[config.mk]
export PLATFORM = sky130hd
export DESIGN_NAME = obst_seq
export DESIGN_NICKNAME = d
export VERILOG_FILES = /design/src/hw/rtl/obst_pkg.sv /design/src/hw/rtl/obst_seq.sv
export SDC_FILE = /design/constraint.sdc
export NUM_CORES = 1
export LEC_CHECK = 0
export ABC_AREA = 1
export BUFFER_PORTS_ARGS = -buffer_cell sky130_fd_sc_hd__buf_2
export CAP_MARGIN = 15
export CORE_ASPECT_RATIO = 1.1
export CORE_MARGIN = 4
export CORE_UTILIZATION = 40
export CTS_CLUSTER_SIZE = 12
export DETAILED_ROUTE_END_ITERATION = 6
export PLACE_DENSITY = 0.66
export SETUP_SLACK_MARGIN = 0.4
export SLEW_MARGIN = 10
export SYNTH_ARGS = -nofsm -noshare
export SYNTH_HDL_FRONTEND = slang
export SYNTH_SLANG_ARGS = --single-unit
[constraint.sdc]
create_clock -name clk -period 2.65 [get_ports clk]
set_input_delay 0.53 -clock clk [delete_from_list [all_inputs] [get_ports clk]]
set_output_delay 0.53 -clock clk [all_outputs]
set_load 0.01 [all_outputs]
[src/hw/rtl/obst_pkg.sv]
// Package with the sizes, states and control bundle of the optimal search tree cost block.
package obst_pkg;

  localparam int MAX_KEYS    = 32;
  localparam int WEIGHT_BITS = 16;
  localparam int SIDE        = MAX_KEYS + 1;
  localparam int CELLS       = SIDE * SIDE;
  localparam int IDX_W       = $clog2(SIDE + 1);
  localparam int ADDR_W      = $clog2(CELLS + SIDE);
  localparam int SUM_W       = WEIGHT_BITS + $clog2(2 * SIDE);
  localparam int COST_W      = 40;

  typedef enum logic [2:0] {
    ST_LOAD,
    ST_START,
    ST_SCAN,
    ST_FINAL,
    ST_FETCH,
    ST_RESULT
  } obst_state_t;

  typedef struct packed {
    logic             load_we;
    logic             load_last;
    logic             cell_start;
    logic             cost_rd;
    logic             pair_rd;
    logic             scan_acc;
    logic             first;
    logic             final_we;
    logic             take_result;
    logic             overflow;
    logic [IDX_W-1:0] k;
    logic [IDX_W-1:0] i;
    logic [IDX_W-1:0] j;
    logic [IDX_W-1:0] r;
  } obst_ctrl_t;

  function automatic logic [ADDR_W-1:0] cell_addr(input logic [IDX_W-1:0] row,
                                                  input logic [IDX_W-1:0] col);
    cell_addr = ADDR_W'(row) * ADDR_W'(SIDE) + ADDR_W'(col);
  endfunction

endpackage

[src/hw/rtl/obst_seq.sv]
// Sequencer that loads items and walks the cost table cell by cell.
module obst_seq (
  input  logic                 clk,
  input  logic                 rst,
  input  logic                 in_fire,
  input  logic                 in_last,
  input  logic                 out_free,
  output logic                 in_ready,
  output obst_pkg::obst_ctrl_t ctrl
);

  obst_pkg::obst_state_t         state, state_next;
  logic [obst_pkg::IDX_W-1:0]    k, k_next;
  logic [obst_pkg::IDX_W-1:0]    n, n_next;
  logic [obst_pkg::IDX_W-1:0]    i, i_next;
  logic [obst_pkg::IDX_W-1:0]    j, j_next;
  logic [obst_pkg::IDX_W-1:0]    r, r_next;
  logic [obst_pkg::IDX_W-1:0]    dn;
  logic                          first, first_next;
  logic                          ovf, ovf_next;

  assign dn = j - i + obst_pkg::IDX_W'(1);

  always_ff @(posedge clk) begin
    if (rst) begin
      state <= obst_pkg::ST_LOAD;
    end else begin
      state <= state_next;
    end
  end

  always_ff @(posedge clk) begin
    if (rst) begin
      k     <= '0;
      n     <= '0;
      i     <= '0;
      j     <= '0;
      r     <= '0;
      first <= 1'b0;
      ovf   <= 1'b0;
    end else begin
      k     <= k_next;
      n     <= n_next;
      i     <= i_next;
      j     <= j_next;
      r     <= r_next;
      first <= first_next;
      ovf   <= ovf_next;
    end
  end

  always_comb begin
    state_next    = state;
    k_next        = k;
    n_next        = n;
    i_next        = i;
    j_next        = j;
    r_next        = r;
    first_next    = first;
    ovf_next      = ovf;
    in_ready      = 1'b0;
    ctrl          = '0;
    ctrl.k        = k;
    ctrl.i        = i;
    ctrl.j        = j;
    ctrl.r        = r;
    ctrl.first    = first;
    ctrl.overflow = ovf;
    case (state)
      obst_pkg::ST_LOAD: begin
        in_ready = 1'b1;
        if (in_fire) begin
          if (!in_last) begin
            if (k < obst_pkg::IDX_W'(obst_pkg::MAX_KEYS)) begin
              ctrl.load_we = 1'b1;
              k_next       = k + obst_pkg::IDX_W'(1);
            end else begin
              ovf_next = 1'b1;
            end
          end else begin
            ctrl.load_we   = 1'b1;
            ctrl.load_last = 1'b1;
            n_next         = k;
            k_next         = '0;
            i_next         = '0;
            j_next         = obst_pkg::IDX_W'(1);
            if (k == '0) begin
              state_next = obst_pkg::ST_FETCH;
            end else begin
              state_next = obst_pkg::ST_START;
            end
          end
        end
      end
      obst_pkg::ST_START: begin
        ctrl.cell_start = 1'b1;
        ctrl.cost_rd    = 1'b1;
        ctrl.pair_rd    = 1'b1;
        ctrl.r          = i;
        r_next          = i + obst_pkg::IDX_W'(1);
        first_next      = 1'b1;
        state_next      = obst_pkg::ST_SCAN;
      end
      obst_pkg::ST_SCAN: begin
        ctrl.scan_acc = 1'b1;
        first_next    = 1'b0;
        if (r != j) begin
          ctrl.cost_rd = 1'b1;
          ctrl.pair_rd = 1'b1;
          r_next       = r + obst_pkg::IDX_W'(1);
        end else begin
          state_next = obst_pkg::ST_FINAL;
        end
      end
      obst_pkg::ST_FINAL: begin
        ctrl.final_we = 1'b1;
        if (j != n) begin
          i_next     = i + obst_pkg::IDX_W'(1);
          j_next     = j + obst_pkg::IDX_W'(1);
          state_next = obst_pkg::ST_START;
        end else if (dn > n) begin
          state_next = obst_pkg::ST_FETCH;
        end else begin
          i_next     = '0;
          j_next     = dn;
          state_next = obst_pkg::ST_START;
        end
      end
      obst_pkg::ST_FETCH: begin
        ctrl.cost_rd = 1'b1;
        ctrl.i       = '0;
        ctrl.r       = n;
        state_next   = obst_pkg::ST_RESULT;
      end
      obst_pkg::ST_RESULT: begin
        if (out_free) begin
          ctrl.take_result = 1'b1;
          ovf_next         = 1'b0;
          state_next       = obst_pkg::ST_LOAD;
        end
      end
      default: begin
        state_next = obst_pkg::ST_LOAD;
      end
    endcase
  end

endmodule

==> results of run 1 <==
==> placed cells by master (no fill, tap or decap), drive strengths merged, types with 11 or more instances in the layout <==
master / Yosys / layout
a21oi: 37 / 37
buf: 7 / 73
dfxtp: 35 / 35
ha: 20 / 20
inv: 60 / 62
nand2: 122 / 122
nand3: 26 / 26
nor2: 44 / 44
o21ai: 17 / 17
xor2: 11 / 11
==> area by class of cell <==
type	instances	area, um2	area share
multi-input cells	303	1850	0.533
inverters	61	234	0.0675
repair buffers	73	489	0.141
well taps	80	100	0.0289
clock buffers	6	72.6	0.0209
clock inverters	2	11.3	0.00325
flip-flops and latches	35	712	0.205
==> critical path, delay by kind of cell (launching register included) <==
kind / cells / cell delay (ns)
buffers and inverters: 7 / 0.40
adder cells (fa/ha/maj): 4 / 0.94
AO/OA/AOI/OAI: 1 / 0.17
AND/OR/NAND/NOR: 12 / 0.98
flip-flops: 1 / 0.36
==> cells by family after synthesis <==
group	count (synthesis)	share of synthesized area
AOI/OAI and AO/OA	63	0.133
xor gates and xnor gates	12	0.0400
adders and majority gates	21	0.103
buffers and inverters	71	0.113
DFF	35	0.267
muxes	1	0.00381
and+or+nand+nor	206	0.340
==> repair_timing <==
action	CTS	global route
setup endpoints to repair	21	22
cloned	0	0
pin swaps	14	12
buffers inserted	2	4
resized for setup	20	24
==> layer usage <==
metal | up-vias | part of all wire
li1 | 1448 | -
met1 | 1296 | 0.44
met2 | 95 | 0.48
met3 | 12 | 0.064
met4 | 0 | 0.014
met5 | - | 0
==> through the flow <==
stage / setup WS [ns] / hold slack, ns / TNS, ns / power, uW / util
2_1_floorplan: -0.112 / 0.441 / -1.21 / 2070 / -
3_3_place_gp: -0.287 / 0.454 / -2.64 / 2640 / 0.502
3_5_place_dp: -0.370 / 0.460 / -3.82 / 2660 / 0.502
4_1_cts: -0.172 / 0.472 / -1.73 / 3210 / 0.535
5_1_grt: -0.423 / 0.499 / -5.51 / 3650 / 0.553
6_report: -0.260 / 0.473 / -3.08 / 3340 / 0.553
==> worst max-delay path by stage <==
stage	startpoint	to	slack (ns)	cells past startpoint
2_1_floorplan	j[1]$_SDFFE_PP0P_	i[2]$_SDFFE_PP0P_	-0.11	24
3_3_place_gp	j[1]$_SDFFE_PP0P_	i[0]$_SDFFE_PP0P_	-0.29	24
3_5_place_dp	j[1]$_SDFFE_PP0P_	i[0]$_SDFFE_PP0P_	-0.37	24
4_1_cts	j[1]$_SDFFE_PP0P_	i[0]$_SDFFE_PP0P_	-0.17	24
5_1_grt	j[1]$_SDFFE_PP0P_	i[0]$_SDFFE_PP0P_	-0.42	24
6_report	j[1]$_SDFFE_PP0P_	i[0]$_SDFFE_PP0P_	-0.26	24
==> power breakdown <==
part	switching, uW	internal (uW)	leakage, uW	total (uW)
clock network	212	185	0.0000455	396
registers	136	654	0.000289	790
logic	1270	882	0.00134	2160
==> registers in the layout, indices dropped and copies added, names as in the netlist <==
name / flops
n: 6
k: 6
r: 6
first: 1
j: 6
state: 3
i: 6
ovf: 1
==> impl_metrics.yaml, run 1 <==
logic_synthesis:
  yosysTopAreaCell: "dfxtp_1"
  synthTopCellsByArea: "dfxtp_1 27%, nand2_1 17%, ha_1 9.5%"
  synth_area_mm2: 0.00263
  synth_commonest_cells: "119 x nand2_1, 53 x inv_1, 36 x a21oi_1, 35 x dfxtp_1, 35 x nor2_1"
  synth_edf_count: 0
  yosysUniqueCellTypes: 30
  syn_area_per_cell_um2: 6.42
  ys_seq_area_frac: 0.267
  async_reset_ff_frac: 0
  synth_top_area_frac: 0.267
  netlist_instances: 409
  synth_most_common_cell: "nand2_1"
  ys_ff_latch: 35
  ys_warn_count: 0
  ys.flop_type: "dfxtp_1"
  synth_nets: 435
global_route:
  grt_max_degree: 18
  overflow: 0
  grt_util_met3: 0.0326
  grtUsageTotal: 0.208
  antenna_found_initial: 0
  grt_pass1_vias: 2772
  globalRouteMet2Util: 0.359
  grt.busiest_layer: "met2"
  grt_use_met1: 0.268
  grt_pass1_wl_um: 13100
drt:
  vias: 2851
  final_antenna_net_count: 0
  post-route-drc-count: 0
  avgViaCountPerCell: 5.09
  routedWlPerCell_um: 14.5
  wl_um: 8100
  drt_iter0_drc: 265
  firstDrtPassIters: 4
power:
  p_per_area_mw_per_mm2: 965
  leakagePower_uw: 0.00167
  ir_drop_uv: 513
clocking:
  clkSinkCount: 35
  cts.hold.buffers_added: 0
  clockRootBuffer: "clkbuf_8"
  clk_pin_slew_ns: 0.08
  cts_made_buffers: 5
  cts_tree: "built"
  insertion_delay_ns: 0.29
  clock_path_buffers: 2
  ctsHtreeMaxLevel: 2
worst_hold_path:
  worst_hold_path.endpoint: "first$_SDFFE_PP0P_"
  min_path_cells: 2
  hp-start: "first$_SDFFE_PP0P_"
  min_path_type: "flip-flop to flip-flop"
timing:
  fin_crit_sh: 1.10
  rsz0062_at_grt: "yes"
  setup_violations: 14
  drv_slew: 0
  maxSlewHeadroom: 0.511
  fmax_ghz: 0.344
  hold_violations: 0
  worst_slew_pin_slew_ns: 0.733
  period_minus_slack_ns: 2.91
  setup_ws_ns: -0.260
  skew_ns: 0.00423
cells_and_area:
  synthToLayoutAreaGrowth_pct: 31.9
  nFillCells: 597
  fin_area_mm2: 0.00346
  nets: 505
  antennaDiodeCount: 0
  drive_gt1_frac: 0.317
  final_cells: 560
placement:
  dpl.cell_count: 546
  place_congestion: 0.881
  placed_area_mm2: 0.00315
  hpwl_um: 6230
  portBuffers: 39
setup_path:
  endpoint_kind: "flip-flop"
  crit_path_max_incr_delay_ns: 0.36
  crit_chain: "inv_4 -> ha_4 -> inv_2 -> ha_4 -> inv_2 -> fa_2 -> nor2_2 -> nor2_2 -> inv_1 -> nand2_1 -> nand2_2 -> inv_2 -> ha_4 -> nand2_4 -> nor2_2 -> nand2_1 -> inv_1 -> nor2_1 -> nor2_2 -> nand2_2 -> nand2_4 -> buf_12 -> nand3_2 -> a21oi_2"
  reg2reg_slack_ns: -0.26
  rr_endpoint: "i[0]$_SDFFE_PP0P_"
  crit_required_ns: 2.87
  cpMaxStageDelayCell: "dfxtp_4"
  cp_max_fo: 7
  crit_arrival_ns: 3.13
  worstRegToRegCells: 24
  crit_top_cell: "nor2_2"
  crit_type: "flip-flop to flip-flop"
  start_kind: "flip-flop"
  r2r-start: "j[1]$_SDFFE_PP0P_"
die:
  core_area_mm2: 0.00627
  die_h_um: 93.0
  rows: 30
  start_util: 0.419
  die_x_um: 85.3
  die_area_mm2: 0.00793
  io_pins: 40
outcome:
  outcome: "finished, violations left"
  failed_checks: "setup timing"
flow_run:
  max-cap-violations: 0
Note: power is estimated with default switching activity, not from simulation.
==> run 2, diff against run 1 <==
Settings changed: MAX_ROUTING_LAYER from default to met4.
==> run 2 against run 1 <==
The flow still finishes with violations (setup timing). Critical path depth decreased by 4. First-iteration DRC count decreased by 39%. Clock power about the same. Sequential share of layout area increased by 0.34 points. Combinational power decreased by 2%. Clock skew increased by 0.0011 ns. Count of clock-buffer cells in the layout decreased by 1. Final cell count decreased by 0.36%. Sequential power decreased by 0.8%. Largest cell class unchanged. Register-to-register slack improved by 0.07 ns. Via count decreased by 0.32%. Setup slack improved by 0.068 ns.
==> impl_metrics.yaml, run 2 (synthesized netlist as in run 1, its figures left out) <==
setup_path:
  crit_type: "flip-flop to flip-flop"
  r2r-start: "j[1]$_SDFFE_PP0P_"
  cp_max_fo: 6
  endpoint_kind: "flip-flop"
  start_kind: "flip-flop"
  cp-startpoint: "j[1]$_SDFFE_PP0P_"
  rr_endpoint: "i[5]$_SDFFE_PP0P_"
  worstRegToRegCells: 20
  crit_required_ns: 2.87
  reg2reg_slack_ns: -0.19
  crit_arrival_ns: 3.06
global_route:
  grt_pass1_wl_um: 12200
  grt_pass1_vias: 2586
  grtUsageTotal: 0.199
  antenna_found_initial: 0
  overflow: 0
  grt_max_degree: 18
drt:
  firstDrtPassIters: 5
  wl_met1_um: 3480
  wl_um: 7780
  drt_iter0_drc: 161
  wl_met3_um: 524
  post-route-drc-count: 0
  final_antenna_net_count: 0
  avgViaCountPerCell: 5.09
  highest_layer: "met4"
  routedWlPerCell_um: 13.9
  wl_met2_um: 3680
  vias: 2842
cells_and_area:
  synthToLayoutAreaGrowth_pct: 29.5
  antennaDiodeCount: 0
  nFillCells: 628
  drive_gt1_frac: 0.301
  final_util: 0.543
  final_common_cell: "nand2_1"
  nets: 503
  mostFrequentLayoutCells: "114 x nand2_1, 49 x inv_1, 39 x buf_2"
  final_cells: 558
timing:
  hold_violations: 0
  period_minus_slack_ns: 2.84
  skew_ns: 0.00537
  holdWs_ns: 0.469
  fmax_ghz: 0.352
  setup_violations: 14
  fin_crit_sh: 1.07
  rsz0062_at_grt: "yes"
  worst_slew_pin_slew_ns: 0.688
  drv_slew: 0
  maxSlewHeadroom: 0.541
  setup_ws_ns: -0.192
die:
  die_h_um: 93.0
  io_pins: 40
  start_util: 0.419
  die_x_um: 85.3
  rows: 30
  die_area_mm2: 0.00793
  core_area_mm2: 0.00627
power:
  ir_drop_uv: 497
  p_seq_frac: 0.238
  p_clk_frac: 0.121
  p_comb_frac: 0.641
  p_per_area_mw_per_mm2: 966
  switching_share: 0.486
  p_sw_uw: 1600
  leakagePower_uw: 0.00166
  p_int_uw: 1690
clocking:
  insertion_delay_ns: 0.29
  clock_path_buffers: 2
  cts_made_buffers: 5
  clkSinkCount: 35
  cts_tree: "built"
  clk_pin_slew_ns: 0.08
  clockRootBuffer: "clkbuf_8"
  ctsHtreeMaxLevel: 2
worst_hold_path:
  min_path_type: "flip-flop to flip-flop"
  worst_hold_path.endpoint: "first$_SDFFE_PP0P_"
  min_path_cells: 2
  hp-start: "first$_SDFFE_PP0P_"
placement:
  portBuffers: 39
  dpl.cell_count: 546
  place_congestion: 0.922
  hpwl_um: 6110
outcome:
  failed_checks: "setup timing"
  outcome: "finished, violations left"
flow_run:
  max-cap-violations: 0
## run 2: repair_timing
item,CTS,global route
hold buffers,0,0
gates resized for setup,17,15
setup endpoints to repair,21,22
setup buffers,3,1
pin swaps,12,7
endpoints found under the hold margin,0,0
## run 2: stage by stage
stage                     setup TNS (ns)  area, um2  setup WS [ns]  power (uW)
after floorplan                    -1.21       2690         -0.112        2070
after global routing               -5.82       3400         -0.441        3600
after CTS                          -2.17       3360         -0.205        3180
after detailed placement           -3.70       3150         -0.376        2670
after global placement             -2.70       3150         -0.293        2650
final                              -2.12       3400         -0.192        3290
## run 2: critical path: stages, from the launching register on
cell     delay, ns
dfxtp_4       0.36
inv_4         0.04
ha_4          0.20
inv_2         0.05
ha_4          0.13
inv_2         0.04
fa_2          0.36
buf_4         0.15
xnor2_2       0.13
ha_1          0.30
nand2_1       0.08
nor2_2        0.10
nand2_1       0.05
inv_1         0.05
nor2_1        0.04
nor2_2        0.13
nand2_2       0.08
nand2_4       0.12
buf_12        0.13
nand3_1       0.08
a21oi_1       0.16
## run 2: power groups by stage
stage          Sequential [uW]  Combinational (uW)  Clock [uW]
5_1_grt                    802                2380         424
6_report                   784                2110         398
3_3_place_gp               788                1870           0
2_1_floorplan              790                1280           0
4_1_cts                    781                2000         403
3_5_place_dp               791                1880           0
## run 2: area by class of cell
cell class,count,area [um2],share of cell area
Clock buffer,5,68.8,0.0202
Clock inverter,3,18.8,0.00552
Inverter,61,234,0.0688
Multi-Input combinational cell,303,1810,0.531
Sequential cell,35,711,0.209
Tap cell,80,100,0.0294
Timing Repair Buffer,71,464,0.136
## run 2: layer usage
metal	GRT usage	vias up
met4	0.0475	0
met3	0.0291	13
met1	0.251	1279
li1	-	1450
met5	-	-
met2	0.337	100
## run 2: worst max-delay path by stage
stage          cells after the start  slack, ns                end
3_3_place_gp                      24      -0.29  i[0]$_SDFFE_PP0P_
3_5_place_dp                      24      -0.38  i[0]$_SDFFE_PP0P_
5_1_grt                           25      -0.44  j[5]$_SDFFE_PP0P_
6_report                          20      -0.19  i[5]$_SDFFE_PP0P_
4_1_cts                           24      -0.21  i[0]$_SDFFE_PP0P_
2_1_floorplan                     24      -0.11  i[2]$_SDFFE_PP0P_
==> run 3, diff against run 2 <==
--- a/config.mk
+++ b/config.mk
@@ -12,4 +12,5 @@
 export CORE_MARGIN = 4
 export CORE_UTILIZATION = 40
+export CTS_CLUSTER_DIAMETER = 120
 export CTS_CLUSTER_SIZE = 12
 export DETAILED_ROUTE_END_ITERATION = 6
==> constraint.sdc (replaced) <==
create_clock -name clk -period 2.65 [get_ports clk]
set_input_delay 0 -clock clk [delete_from_list [all_inputs] [get_ports clk]]
set_output_delay 0 -clock clk [all_outputs]
set_load 0.01 [all_outputs]
==> run 3 against run 2 <==
The flow still finishes with violations (setup timing). Count of clock-buffer cells in the layout up 1. Via count rose by 0.63%. Die area did not move. Sequential share of layout area down 0.10 points. Flip-flop and latch count unchanged. Non-clock buffer count is 2 higher. Final cell count increased by 0.36%. Critical endpoint is now i[0]$_SDFFE_PP0P_. Largest cell class unchanged. Highest routed layer unchanged.
==> impl_metrics.yaml, run 3 (synthesized netlist as in run 1, its figures left out) <==
placement:
  hpwl_um: 6090
  post-place-ws_ns: -0.357
  place_congestion: 0.919
  portBuffers: 39
  placed_area_mm2: 0.00314
die:
  rows: 30
  die_area_mm2: 0.00793
  core_area_mm2: 0.00627
  die_h_um: 93.0
  io_pins: 40
  start_util: 0.419
  die_x_um: 85.3
setup_path:
  cp-startpoint: "j[1]$_SDFFE_PP0P_"
  r2r-start: "j[1]$_SDFFE_PP0P_"
  crit_path_max_incr_delay_ns: 0.37
  cpMaxStageDelayCell: "fa_2"
  start_kind: "flip-flop"
  crit_chain: "inv_4 -> ha_4 -> inv_2 -> ha_4 -> inv_2 -> fa_2 -> nor2_2 -> nor2_1 -> inv_1 -> nand2_1 -> nand2_2 -> inv_2 -> ha_4 -> nand2_4 -> nor2_2 -> nand2_1 -> inv_1 -> nor2_1 -> nor2_2 -> nand2_2 -> nand2_4 -> buf_12 -> nand3_2 -> a21oi_2"
  reg2reg_slack_ns: -0.17
  crit_required_ns: 2.87
  crit_type: "flip-flop to flip-flop"
  worstRegToRegCells: 24
  endpoint_kind: "flip-flop"
  cp_max_fo: 6
  rr_endpoint: "i[0]$_SDFFE_PP0P_"
  crit_arrival_ns: 3.04
  endpoint: "i[0]$_SDFFE_PP0P_"
outcome:
  outcome: "finished, violations left"
  failed_checks: "setup timing"
drt:
  drt_iter0_drc: 270
  final_antenna_net_count: 0
  vias: 2860
  routedWlPerCell_um: 13.9
  post-route-drc-count: 0
  avgViaCountPerCell: 5.11
  firstDrtPassIters: 5
  wl_um: 7800
clocking:
  ctsHtreeMaxLevel: 2
  clock_path_buffers: 2
  cts_made_buffers: 5
  cts_tree: "built"
  clkSinkCount: 35
  cts.hold.buffers_added: 0
  insertion_delay_ns: 0.30
  clk_pin_slew_ns: 0.08
  clockRootBuffer: "clkbuf_8"
timing:
  fmax_ghz: 0.355
  fin_crit_sh: 1.06
  drv_slew: 0
  period_minus_slack_ns: 2.82
  rsz0062_at_grt: "yes"
  hold_violations: 0
  setup_ws_ns: -0.171
  setup_violations: 14
  worst_slew_pin_slew_ns: 0.699
  skew_ns: 0.0108
  maxSlewHeadroom: 0.534
global_route:
  grt_pass1_wl_um: 12600
  overflow: 0
  antenna_found_initial: 0
  grt_max_degree: 18
  grt_pass1_vias: 2638
  grtUsageTotal: 0.204
flow_run:
  max-cap-violations: 0
worst_hold_path:
  min_path_type: "primary input to flip-flop"
cells_and_area:
  drive_gt1_frac: 0.288
  fin_area_mm2: 0.00341
  synthToLayoutAreaGrowth_pct: 29.7
  final_common_cell: "nand2_1"
  antennaDiodeCount: 0
  nets: 505
  nFillCells: 616
  mostFrequentLayoutCells: "116 x nand2_1, 49 x inv_1, 39 x buf_2"
power:
  p_per_area_mw_per_mm2: 965
  leakagePower_uw: 0.00167
  ir_drop_uv: 533
run 3: cell count changes in the layout (fill, tap and decap cells not counted), sizes merged:
cell	previous run	this run
buf	71	73
clkinv	1	2
clkinvlp	1	0
inv	62	61
clkbuf	5	6
run 3: repair_timing:
item / 4_1_cts / 5_1_grt
gates resized for setup: 14 / 12
setup buffers: 3 / 2
pin swaps: 13 / 6
endpoints found under the setup margin: 14 / 14
run 3: stage by stage:
| stage | setup TNS (ns) | util | hold slack (ns) | std cells | power [uW] |
|---|---|---|---|---|---|
| after global routing | -4.80 | 0.544 | 0.0521 | 560 | 3590 |
| after floorplan | -1.21 | - | 0.119 | 409 | 2070 |
| after global placement | -2.66 | 0.501 | 0.308 | 547 | 2650 |
| after CTS | -2.37 | 0.533 | 0.0338 | 558 | 3200 |
| final | -2.01 | 0.544 | 0.0416 | 560 | 3290 |
| after detailed placement | -3.77 | 0.501 | 0.304 | 547 | 2670 |
run 3: worst max-delay path: cells and delay by family (launching register included):
kind / cells / cell delay, ns
fa+ha+maj: 4 / 0.97
flops: 1 / 0.36
compound gates: 1 / 0.17
buf+inv: 7 / 0.39
simple gates: 12 / 0.86
run 3: worst min-delay path by stage:
| stage | from | to | depth (start not counted) |
|---|---|---|---|
| CTS | out_free | ovf$_SDFFE_PP0P_ | 4 |
| finish | out_free | ovf$_SDFFE_PP0P_ | 4 |
| floorplan | out_free | ctrl[25] | 2 |
| global route | out_free | state[0]$_SDFFE_PP0P_ | 4 |
| detailed placement | out_free | ctrl[25] | 4 |
| global placement | out_free | ctrl[25] | 4 |
run 3: area by class of cell:
cell class	count	area [um2]	area share
clock buffers	6	72.6	0.0213
clock inverters	2	11.3	0.00331
inverters	61	231	0.0679
multi-input cells	303	1810	0.532
flip-flops and latches	35	708	0.208
well taps	80	100	0.0294
repair buffers	73	470	0.138
run 3: power by group:
part / leakage, uW / switching [uW] / internal (uW) / total (uW)
logic: 0.00134 / 1240 / 865 / 2110
registers: 0.000287 / 129 / 653 / 782
clock network: 0.0000455 / 214 / 185 / 399
run 3: layer usage:
metal | GRT usage | part of all wire | vias to the layer above
met5 | - | 0 | -
met4 | 0.0488 | 0.014 | 0
met3 | 0.0326 | 0.071 | 13
met2 | 0.332 | 0.47 | 108
met1 | 0.267 | 0.45 | 1294
li1 | - | - | 1445
